$ cat config.mk
export PLATFORM = sky130hd
export DESIGN_NAME = overwrite_ring_history_buffer_top
export DESIGN_NICKNAME = d
export VERILOG_FILES = /design/src/rtl/orhb_pkg.sv /design/src/rtl/orhb_front.sv /design/src/rtl/orhb_back.sv /design/src/rtl/overwrite_ring_history_buffer_top.sv
export SDC_FILE = /design/constraint.sdc
export NUM_CORES = 2
export LEC_CHECK = 0
export ABC_AREA = 1
export BUFFER_PORTS_ARGS = -buffer_cell sky130_fd_sc_hd__buf_2
export CORE_MARGIN = 1
export CORE_UTILIZATION = 46
export DETAILED_ROUTE_END_ITERATION = 10
export PLACE_DENSITY = 0.65
export SKIP_CTS_REPAIR_TIMING = 1
export SYNTH_ARGS = -nofsm -noshare
export SYNTH_HDL_FRONTEND = slang
export SYNTH_SLANG_ARGS = --single-unit
$ cat constraint.sdc
create_clock -name clock -period 8.8 [get_ports clock]
set_input_delay 0.88 -clock clock [delete_from_list [all_inputs] [get_ports clock]]
set_output_delay 0.88 -clock clock [all_outputs]
set_load 0.02 [all_outputs]
$ cat src/rtl/orhb_pkg.sv
`timescale 1ns / 1ps
// ----------------------------------------------------------------------------
// orhb_pkg: shared types and codes of the ring history buffer
// Request and response beats, operation and result codes, queue sizing.
// ----------------------------------------------------------------------------
package orhb_pkg;

   // fixed field widths
   localparam int WORD_PORT_W = 32;
   localparam int COUNT_W     = 7;

   // operation codes of a request beat
   localparam logic [1:0] OP_PUSH  = 2'd0;
   localparam logic [1:0] OP_READ  = 2'd1;
   localparam logic [1:0] OP_CLEAR = 2'd2;

   // result codes of a response beat
   localparam logic [1:0] KIND_PUSH_DONE  = 2'd0;
   localparam logic [1:0] KIND_ENTRY      = 2'd1;
   localparam logic [1:0] KIND_CLEAR_DONE = 2'd2;
   localparam logic [1:0] KIND_EMPTY      = 2'd3;

   // command queue between front and back
   localparam int QUEUE_DEPTH = 4;
   localparam int QPTR_W      = $clog2(QUEUE_DEPTH);
   localparam int QCNT_W      = $clog2(QUEUE_DEPTH + 1);

   typedef struct packed {
      logic [1:0]             opcode;
      logic [WORD_PORT_W-1:0] entry_word;
      logic [COUNT_W-1:0]     max_entries;
   } req_type;

   typedef struct packed {
      logic [1:0]             result_kind;
      logic [WORD_PORT_W-1:0] entry_out;
      logic                   is_last;
      logic [COUNT_W-1:0]     stored_count;
   } rsp_type;

endpackage

$ cat src/rtl/orhb_front.sv
`timescale 1ns / 1ps
// ----------------------------------------------------------------------------
// orhb_front: request intake and command queue
// Accepts request beats, drops undefined opcodes and queues the rest for
// the back end.
// ----------------------------------------------------------------------------
module orhb_front (
   input  logic             clock,
   input  logic             reset,
   input  logic             start,
   output logic             busy,
   input  orhb_pkg::req_type req_item,
   output logic             cmd_valid,
   output orhb_pkg::req_type cmd_item,
   input  logic             cmd_pop
);
   import orhb_pkg::*;

   req_type           queue_ff [QUEUE_DEPTH];
   logic [QPTR_W-1:0] wr_ptr_ff, wr_ptr_in;
   logic [QPTR_W-1:0] rd_ptr_ff, rd_ptr_in;
   logic [QCNT_W-1:0] count_ff, count_in;
   logic              accept;
   logic              push_q;
   logic              pop_q;

   // accept when there is room; opcode 3 is taken and dropped
   assign busy      = (count_ff == QCNT_W'(QUEUE_DEPTH));
   assign accept    = start && !busy;
   assign push_q    = accept && (req_item.opcode inside {OP_PUSH, OP_READ, OP_CLEAR});
   assign cmd_valid = (count_ff != '0);
   assign cmd_item  = queue_ff[rd_ptr_ff];
   assign pop_q     = cmd_pop && cmd_valid;

   // pointer and fill count
   always_comb begin
      wr_ptr_in = wr_ptr_ff;
      rd_ptr_in = rd_ptr_ff;
      count_in  = count_ff;
      if (push_q) begin
         wr_ptr_in = wr_ptr_ff + 1'b1;
      end
      if (pop_q) begin
         rd_ptr_in = rd_ptr_ff + 1'b1;
      end
      case ({push_q, pop_q})
         2'b10:   count_in = count_ff + 1'b1;
         2'b01:   count_in = count_ff - 1'b1;
         default: count_in = count_ff;
      endcase
   end

   always_ff @(posedge clock) begin
      if (reset) begin
         wr_ptr_ff <= '0;
         rd_ptr_ff <= '0;
         count_ff  <= '0;
      end else begin
         wr_ptr_ff <= wr_ptr_in;
         rd_ptr_ff <= rd_ptr_in;
         count_ff  <= count_in;
      end
   end

   // queue storage
   always_ff @(posedge clock) begin
      if (push_q) begin
         queue_ff[wr_ptr_ff] <= req_item;
      end
   end

endmodule

$ cat src/rtl/orhb_back.sv
`timescale 1ns / 1ps
// ----------------------------------------------------------------------------
// orhb_back: ring state, entry memory and response generation
// Executes queued commands one per cycle while no read is walking; a read
// walks the ring one entry per cycle through a registered memory read.
// ----------------------------------------------------------------------------
module orhb_back #(
   parameter int DEPTH      = 64,
   parameter int WORD_WIDTH = 32
) (
   input  logic                              clock,
   input  logic                              reset,
   input  logic                              cmd_valid,
   input  orhb_pkg::req_type                 cmd_item,
   output logic                              cmd_pop,
   input  logic                              csr_write,
   input  logic [orhb_pkg::COUNT_W-1:0]      csr_data,
   output logic                              rsp_strobe,
   output orhb_pkg::rsp_type                 rsp_item
);
   import orhb_pkg::*;

   localparam int IDX_W = $clog2(DEPTH);
   localparam int CNT_W = $clog2(DEPTH + 1);
   localparam int SUM_W = CNT_W + 1;

   typedef enum logic [1:0] {
      ST_CMD  = 2'b01,
      ST_READ = 2'b10
   } state_type;

   state_type             state_ff, state_in;
   logic [COUNT_W-1:0]    cap_ff, cap_in;
   logic [IDX_W-1:0]      oldest_ff, oldest_in;
   logic [CNT_W-1:0]      count_ff, count_in;
   logic [IDX_W-1:0]      rd_idx_ff, rd_idx_in;
   logic [CNT_W-1:0]      rd_left_ff, rd_left_in;

   logic                  meta_valid_ff, meta_valid_in;
   logic [1:0]            meta_kind_ff, meta_kind_in;
   logic                  meta_last_ff, meta_last_in;
   logic [CNT_W-1:0]      meta_count_ff, meta_count_in;

   logic [WORD_WIDTH-1:0] mem [DEPTH];
   logic [WORD_WIDTH-1:0] rd_data_ff;
   logic                  wr_en;
   logic [IDX_W-1:0]      wr_addr;
   logic                  rd_en;

   logic [CNT_W-1:0]      cap_eff;
   logic [SUM_W-1:0]      push_sum;
   logic [SUM_W-1:0]      start_sum;
   logic [SUM_W-1:0]      next_idx;
   logic [SUM_W-1:0]      next_old;
   logic [CNT_W-1:0]      read_n;

   // effective capacity: zero acts as one, saturates at the depth
   always_comb begin
      if (cap_ff == '0) begin
         cap_eff = CNT_W'(1);
      end else if ({1'b0, cap_ff} > (COUNT_W + 1)'(DEPTH)) begin
         cap_eff = CNT_W'(DEPTH);
      end else begin
         cap_eff = CNT_W'(cap_ff);
      end
   end

   // ring index arithmetic, each index a single add and wrap; the read length is the smaller of request and count
   always_comb begin
      push_sum = SUM_W'(oldest_ff) + SUM_W'(count_ff);
      if (push_sum >= SUM_W'(cap_eff)) begin
         push_sum = push_sum - SUM_W'(cap_eff);
      end
      next_old = SUM_W'(oldest_ff) + 1'b1;
      if (next_old >= SUM_W'(cap_eff)) begin
         next_old = '0;
      end
      if ({1'b0, cmd_item.max_entries} < (COUNT_W + 1)'(count_ff)) begin
         read_n = CNT_W'(cmd_item.max_entries);
      end else begin
         read_n = count_ff;
      end
      start_sum = SUM_W'(oldest_ff) + SUM_W'(count_ff - read_n);
      if (start_sum >= SUM_W'(cap_eff)) begin
         start_sum = start_sum - SUM_W'(cap_eff);
      end
      next_idx = SUM_W'(rd_idx_ff) + 1'b1;
      if (next_idx >= SUM_W'(cap_eff)) begin
         next_idx = '0;
      end
   end

   // command execution and read walk
   always_comb begin
      state_in      = state_ff;
      cap_in        = cap_ff;
      oldest_in     = oldest_ff;
      count_in      = count_ff;
      rd_idx_in     = rd_idx_ff;
      rd_left_in    = rd_left_ff;
      meta_valid_in = 1'b0;
      meta_kind_in  = meta_kind_ff;
      meta_last_in  = 1'b1;
      meta_count_in = count_ff;
      cmd_pop       = 1'b0;
      wr_en         = 1'b0;
      wr_addr       = oldest_ff;
      rd_en         = 1'b0;
      case (state_ff)
         ST_CMD: begin
            if (cmd_valid) begin
               cmd_pop = 1'b1;
               case (cmd_item.opcode)
                  OP_PUSH: begin
                     wr_en         = 1'b1;
                     meta_valid_in = 1'b1;
                     meta_kind_in  = KIND_PUSH_DONE;
                     if (count_ff < cap_eff) begin
                        wr_addr  = IDX_W'(push_sum);
                        count_in = count_ff + 1'b1;
                     end else begin
                        oldest_in = IDX_W'(next_old);
                     end
                     meta_count_in = count_in;
                  end
                  OP_READ: begin
                     if (count_ff == '0 || cmd_item.max_entries == '0) begin
                        meta_valid_in = 1'b1;
                        meta_kind_in  = KIND_EMPTY;
                     end else begin
                        rd_idx_in  = IDX_W'(start_sum);
                        rd_left_in = read_n;
                        state_in   = ST_READ;
                     end
                  end
                  OP_CLEAR: begin
                     oldest_in     = '0;
                     count_in      = '0;
                     meta_valid_in = 1'b1;
                     meta_kind_in  = KIND_CLEAR_DONE;
                     meta_count_in = '0;
                  end
                  default: begin
                     meta_valid_in = 1'b0;
                  end
               endcase
            end
         end
         ST_READ: begin
            rd_en         = 1'b1;
            meta_valid_in = 1'b1;
            meta_kind_in  = KIND_ENTRY;
            meta_last_in  = (rd_left_ff == CNT_W'(1));
            rd_idx_in     = IDX_W'(next_idx);
            rd_left_in    = rd_left_ff - 1'b1;
            if (rd_left_ff == CNT_W'(1)) begin
               state_in = ST_CMD;
            end
         end
         default: begin
            state_in = ST_CMD;
         end
      endcase
      // capacity write empties the ring
      if (csr_write) begin
         cap_in    = csr_data;
         oldest_in = '0;
         count_in  = '0;
      end
   end

   always_ff @(posedge clock) begin
      if (reset) begin
         state_ff      <= ST_CMD;
         cap_ff        <= COUNT_W'(64);
         oldest_ff     <= '0;
         count_ff      <= '0;
         rd_left_ff    <= '0;
         meta_valid_ff <= 1'b0;
      end else begin
         state_ff      <= state_in;
         cap_ff        <= cap_in;
         oldest_ff     <= oldest_in;
         count_ff      <= count_in;
         rd_left_ff    <= rd_left_in;
         meta_valid_ff <= meta_valid_in;
      end
   end

   // payload registers
   always_ff @(posedge clock) begin
      rd_idx_ff     <= rd_idx_in;
      meta_kind_ff  <= meta_kind_in;
      meta_last_ff  <= meta_last_in;
      meta_count_ff <= meta_count_in;
   end

   // entry memory, registered read
   always_ff @(posedge clock) begin
      if (wr_en) begin
         mem[wr_addr] <= WORD_WIDTH'(cmd_item.entry_word);
      end
      if (rd_en) begin
         rd_data_ff <= mem[rd_idx_ff];
      end
   end

   // response beat
   assign rsp_strobe            = meta_valid_ff;
   assign rsp_item.result_kind  = meta_kind_ff;
   assign rsp_item.entry_out    = (meta_kind_ff == KIND_ENTRY) ?
                                  WORD_PORT_W'(rd_data_ff) : '0;
   assign rsp_item.is_last      = meta_last_ff;
   assign rsp_item.stored_count = COUNT_W'(meta_count_ff);

endmodule

$ cat src/rtl/overwrite_ring_history_buffer_top.sv
`timescale 1ns / 1ps
// ----------------------------------------------------------------------------
// overwrite_ring_history_buffer_top: overwrite-oldest ring history buffer
// Keeps the newest words in a ring; push, read-newest and clear commands.
// ----------------------------------------------------------------------------
//  channel   ports                          handshake
//  request   start, busy, req_item          beat taken when start && !busy
//  response  rsp_strobe, rsp_item           one-cycle strobe, no back-pressure
//  config    csr_valid, csr_ready, csr_data beat taken when valid && ready
//
// pushes and clears execute one per cycle while no read is walking; a read
// holds the back end for a setup step, then one memory read per entry.
// busy rises when the four-entry command queue is full; reset clears queue,
// ring pointers and count, not the memory.
// ----------------------------------------------------------------------------
module overwrite_ring_history_buffer_top #(
   parameter int DEPTH      = 64,
   parameter int WORD_WIDTH = 32
) (
   input  logic                         clock,
   input  logic                         reset,
   input  logic                         start,
   output logic                         busy,
   input  orhb_pkg::req_type            req_item,
   output logic                         rsp_strobe,
   output orhb_pkg::rsp_type            rsp_item,
   input  logic                         csr_valid,
   output logic                         csr_ready,
   input  logic [orhb_pkg::COUNT_W-1:0] csr_data
);
   import orhb_pkg::*;

   logic    cmd_valid;
   req_type cmd_item;
   logic    cmd_pop;

   // capacity register is always writable
   assign csr_ready = 1'b1;

   orhb_front u_front (
      .clock     (clock),
      .reset     (reset),
      .start     (start),
      .busy      (busy),
      .req_item  (req_item),
      .cmd_valid (cmd_valid),
      .cmd_item  (cmd_item),
      .cmd_pop   (cmd_pop)
   );

   orhb_back #(
      .DEPTH      (DEPTH),
      .WORD_WIDTH (WORD_WIDTH)
   ) u_back (
      .clock      (clock),
      .reset      (reset),
      .cmd_valid  (cmd_valid),
      .cmd_item   (cmd_item),
      .cmd_pop    (cmd_pop),
      .csr_write  (csr_valid && csr_ready),
      .csr_data   (csr_data),
      .rsp_strobe (rsp_strobe),
      .rsp_item   (rsp_item)
   );

endmodule
==> run_results.csv <==
group,metric,value,unit
status,status,"complete, but fails checks",
status,violations,"antenna violations",
yosys,ys_async_sr_fraction,0,
clock_tree,clock_path_buffers,3,
timing,setup_tns,0,ns
layout,syn2layout_area_growth,11.92,%
global_route,grt.met3_usage,0.04763,
clock_tree,cts_tree,"yes",
power_and_ir_drop,peakVddDrop,0.2234,mV
worst_setup_path,cp.required,9.39,ns
drt,dr.pass1.iters,8,
global_route,top_usage_layer,"met2",
yosys,synthCells,7264,
flow_run,cap_violations,0,
global_route,grt_pass1_wl,386500,um
yosys,syn_avg_cell_area,12.76,um2
worst_setup_path,max_stage_delay,0.66,ns
global_route,use_met2,0.4002,
clock_tree,numCtsBuffers,221,
drt,routedWlPerCell,26.43,um
yosys,syn-num-nets,7398,
floorplan,fp.dieArea,203300,um2
timing,worstMarginPinSlew,1.285,ns
timing,hold_violations,0,
floorplan,die_width,450.9,um
power_and_ir_drop,p_total,31.52,mW
layout,drive_gt1_frac,0.09598,
global_route,gr-total-overflow,0,
worst_setup_path,start_kind,"flop",
yosys,ys_seq_area_frac,0.7399,
floorplan,rows,164,
yosys,synth_cell_types,51,
drt,ant_nets,1,
timing,maxSlewHeadroom,0.1434,
global_route,grt_pass1_vias,57238,
drt,wl,266400,um
yosys,synth_area,92670,um2
worst_hold_path,hp-class,"in2reg",
drt,drc,0,
placement,gp_congestion,0.8484,
drt,first_iter_violations,8710,
layout,nNetsFinal,7368,
timing,period_minus_slack,5.909,ns
worst_setup_path,crit_path_top_delay_cell,"buf_4",
power_and_ir_drop,power_density,303.9,nW/um2
clock_tree,insertion_delay,0.88,ns
drt,via_per_inst,6.054,
placement,portBuffers,95,
worst_setup_path,critPathKind,"reg2reg",
timing,worst_clock_skew,0.07220,ns
timing,max_clock_freq,169.2,MHz
timing,grt_setup_unrepaired,"false",
drt,vias,61034,
global_route,antenna_found_initial,17,
worst_setup_path,crit_path_end_kind,"flop",
timing,setup_violations,0,
global_route,grt_use_total,0.2568,
clock_tree,cts_root_buf,"clkbuf_16",
yosys,synth_edf_count,2252,
placement,dp_hpwl,140700,um
floorplan,fp.coreArea,199900,um2
worst_setup_path,worstPathMaxFanout,88,
yosys,synth_ff_type,"edfxtp_1",
timing,period_share,0.6715,
clock_tree,clk_pin_slew_worst_paths,0.06,ns
power_and_ir_drop,p_leak,33.56,nW
yosys,synth-seq-cells,2299,
floorplan,die_height,450.9,um
clock_tree,cts.sinks,2299,
global_route,grt_max_degree,222,
timing,finalMaxSlewViolations,0,
clock_tree,htreeDepth,4,
worst_setup_path,cpMostUsedCell,"nand2_1",
floorplan,ios,97,
global_route,met1_usage,0.3583,
yosys,yosysWarnings,0,
worst_setup_path,cp.arrival,6.50,ns
floorplan,start_util,0.4637,
==> report_power, final <==
group	leakage (nW)	switching, mW	internal [mW]
Clock	3.46	4.08	5.25
Sequential	20.6	0.0552	14.1
Combinational	9.49	6.36	1.64
==> synth_stat cells (4+ instances only) <==
master / instances / area share
buf_4: 12 / 0.00097
inv_1: 166 / 0.0067
o31ai_1: 17 / 0.0014
o22ai_1: 659 / 0.044
dfxtp_1: 47 / 0.010
nand3_1: 58 / 0.0031
o21ai_0: 1318 / 0.071
nor3_1: 31 / 0.0017
nand2_2: 10 / 0.00068
nand3_4: 12 / 0.0023
ha_1: 72 / 0.0097
nand2_4: 10 / 0.0012
nor2_2: 8 / 0.00054
nand4_1: 11 / 0.00074
a21oi_1: 95 / 0.0051
buf_1: 16 / 0.00065
nand2_1: 290 / 0.012
nor2_1: 1548 / 0.063
xor2_1: 25 / 0.0024
clkbuf_1: 319 / 0.013
inv_2: 5 / 0.00020
nand4_2: 4 / 0.00054
fa_1: 10 / 0.0022
o21ai_1: 84 / 0.0045
buf_2: 138 / 0.0075
xnor2_1: 4 / 0.00038
edfxtp_1: 2252 / 0.73
==> cell families (layout without fill, tap and decap cells) <==
logic type | after synthesis | in the layout | synth area share
flops | 2299 | 2299 | 0.7399
fa+ha+maj | 82 | 82 | 0.01188
buf+inv | 665 | 819 | 0.02985
other cells | 1 | 8 | 0.00004046
simple gates | 1996 | 1996 | 0.08714
xor+xnor | 29 | 29 | 0.002741
compound gates | 2192 | 2192 | 0.1285
==> area by class of cell <==
| type | count | area (um2) |
|---|---|---|
| repair buffers | 235 | 1664 |
| diodes | 7 | 17.52 |
| clock buffers | 289 | 5942 |
| inverters | 177 | 725.7 |
| clock inverters | 118 | 1175 |
| multi-input cells | 4300 | 22300 |
| flip-flops and latches | 2299 | 68570 |
| well taps | 2656 | 3323 |
| fillers | 16584 | 96140 |
==> worst max-delay path: cells and delay by family (launching register included) <==
family	cells	cell delay [ns]
simple gates	10	1.20
flops	1	0.33
compound gates	8	1.39
fa+ha+maj	4	1.45
buf+inv	5	0.99
xor+xnor	1	0.27
==> worst paths after layout <==
| path | from | endpoint | slack [ns] | cells after the start |
|---|---|---|---|---|
| max | flop | u_back.rd_idx_ff[3] | 2.89 | 28 |
| min | req_item[5] | u_front.queue_ff[1][5] | 0.23 | 1 |
| max reg2reg | flop | u_back.rd_idx_ff[3] | 2.89 | 28 |
| min reg2reg | u_front.rd_ptr_ff[1] | u_front.rd_ptr_ff[1] | 0.48 | 2 |
==> per-stage QoR <==
stage / area, um2 / util / cells / worst slack (ns) / hold slack (ns)
finish: 103700 / 0.5189 / 10081 / 2.891 / 0.2342
global route: 103700 / 0.5189 / 10075 / 2.215 / 0.2107
CTS: 103700 / 0.5189 / 10074 / 2.891 / 0.1776
detailed placement: 96580 / 0.4832 / 9667 / 2.933 / 0.4758
global placement: 96580 / 0.4832 / 9667 / 2.750 / 0.4608
floorplan: 92670 / - / 7264 / 4.031 / 0.4362
==> placed cells by master, fill, tap and decap left out, types with 31 or more instances in the layout <==
master	instances
edfxtp_1	2252
nor2_1	1486
o21ai_0	1317
o22ai_1	627
nand2_1	289
clkbuf_16	226
inv_1	164
buf_4	129
a21oi_1	95
buf_2	95
o21ai_1	85
ha_1	71
nor2_4	68
nand3_1	58
clkbuf_1	58
dfxtp_1	46
clkinv_1	42
clkinv_2	36
o22ai_4	32
nor3_1	31
==> registers in the layout, summed over array words and instances (netlist names), 3 cells and up, named ones only <==
| signal | cells |
|---|---|
| u_back.meta_count_ff | 7 |
| u_back.count_ff | 7 |
| u_back.rd_left_ff | 7 |
| u_back.cap_ff | 7 |
| u_back.mem | 2048 |
| u_front.queue_ff | 164 |
| u_back.oldest_ff | 6 |
| u_back.rd_data_ff | 32 |
| u_back.rd_idx_ff | 6 |
| u_front.count_ff | 3 |
==> per-layer routing <==
metal / routed length, um / part of all wire
met2: 122400 / 0.46
met1: 106500 / 0.40
met5: 103 / 0.00039
met3: 26780 / 0.10
met4: 10610 / 0.040
Note: power is estimated with default switching activity, not from simulation.
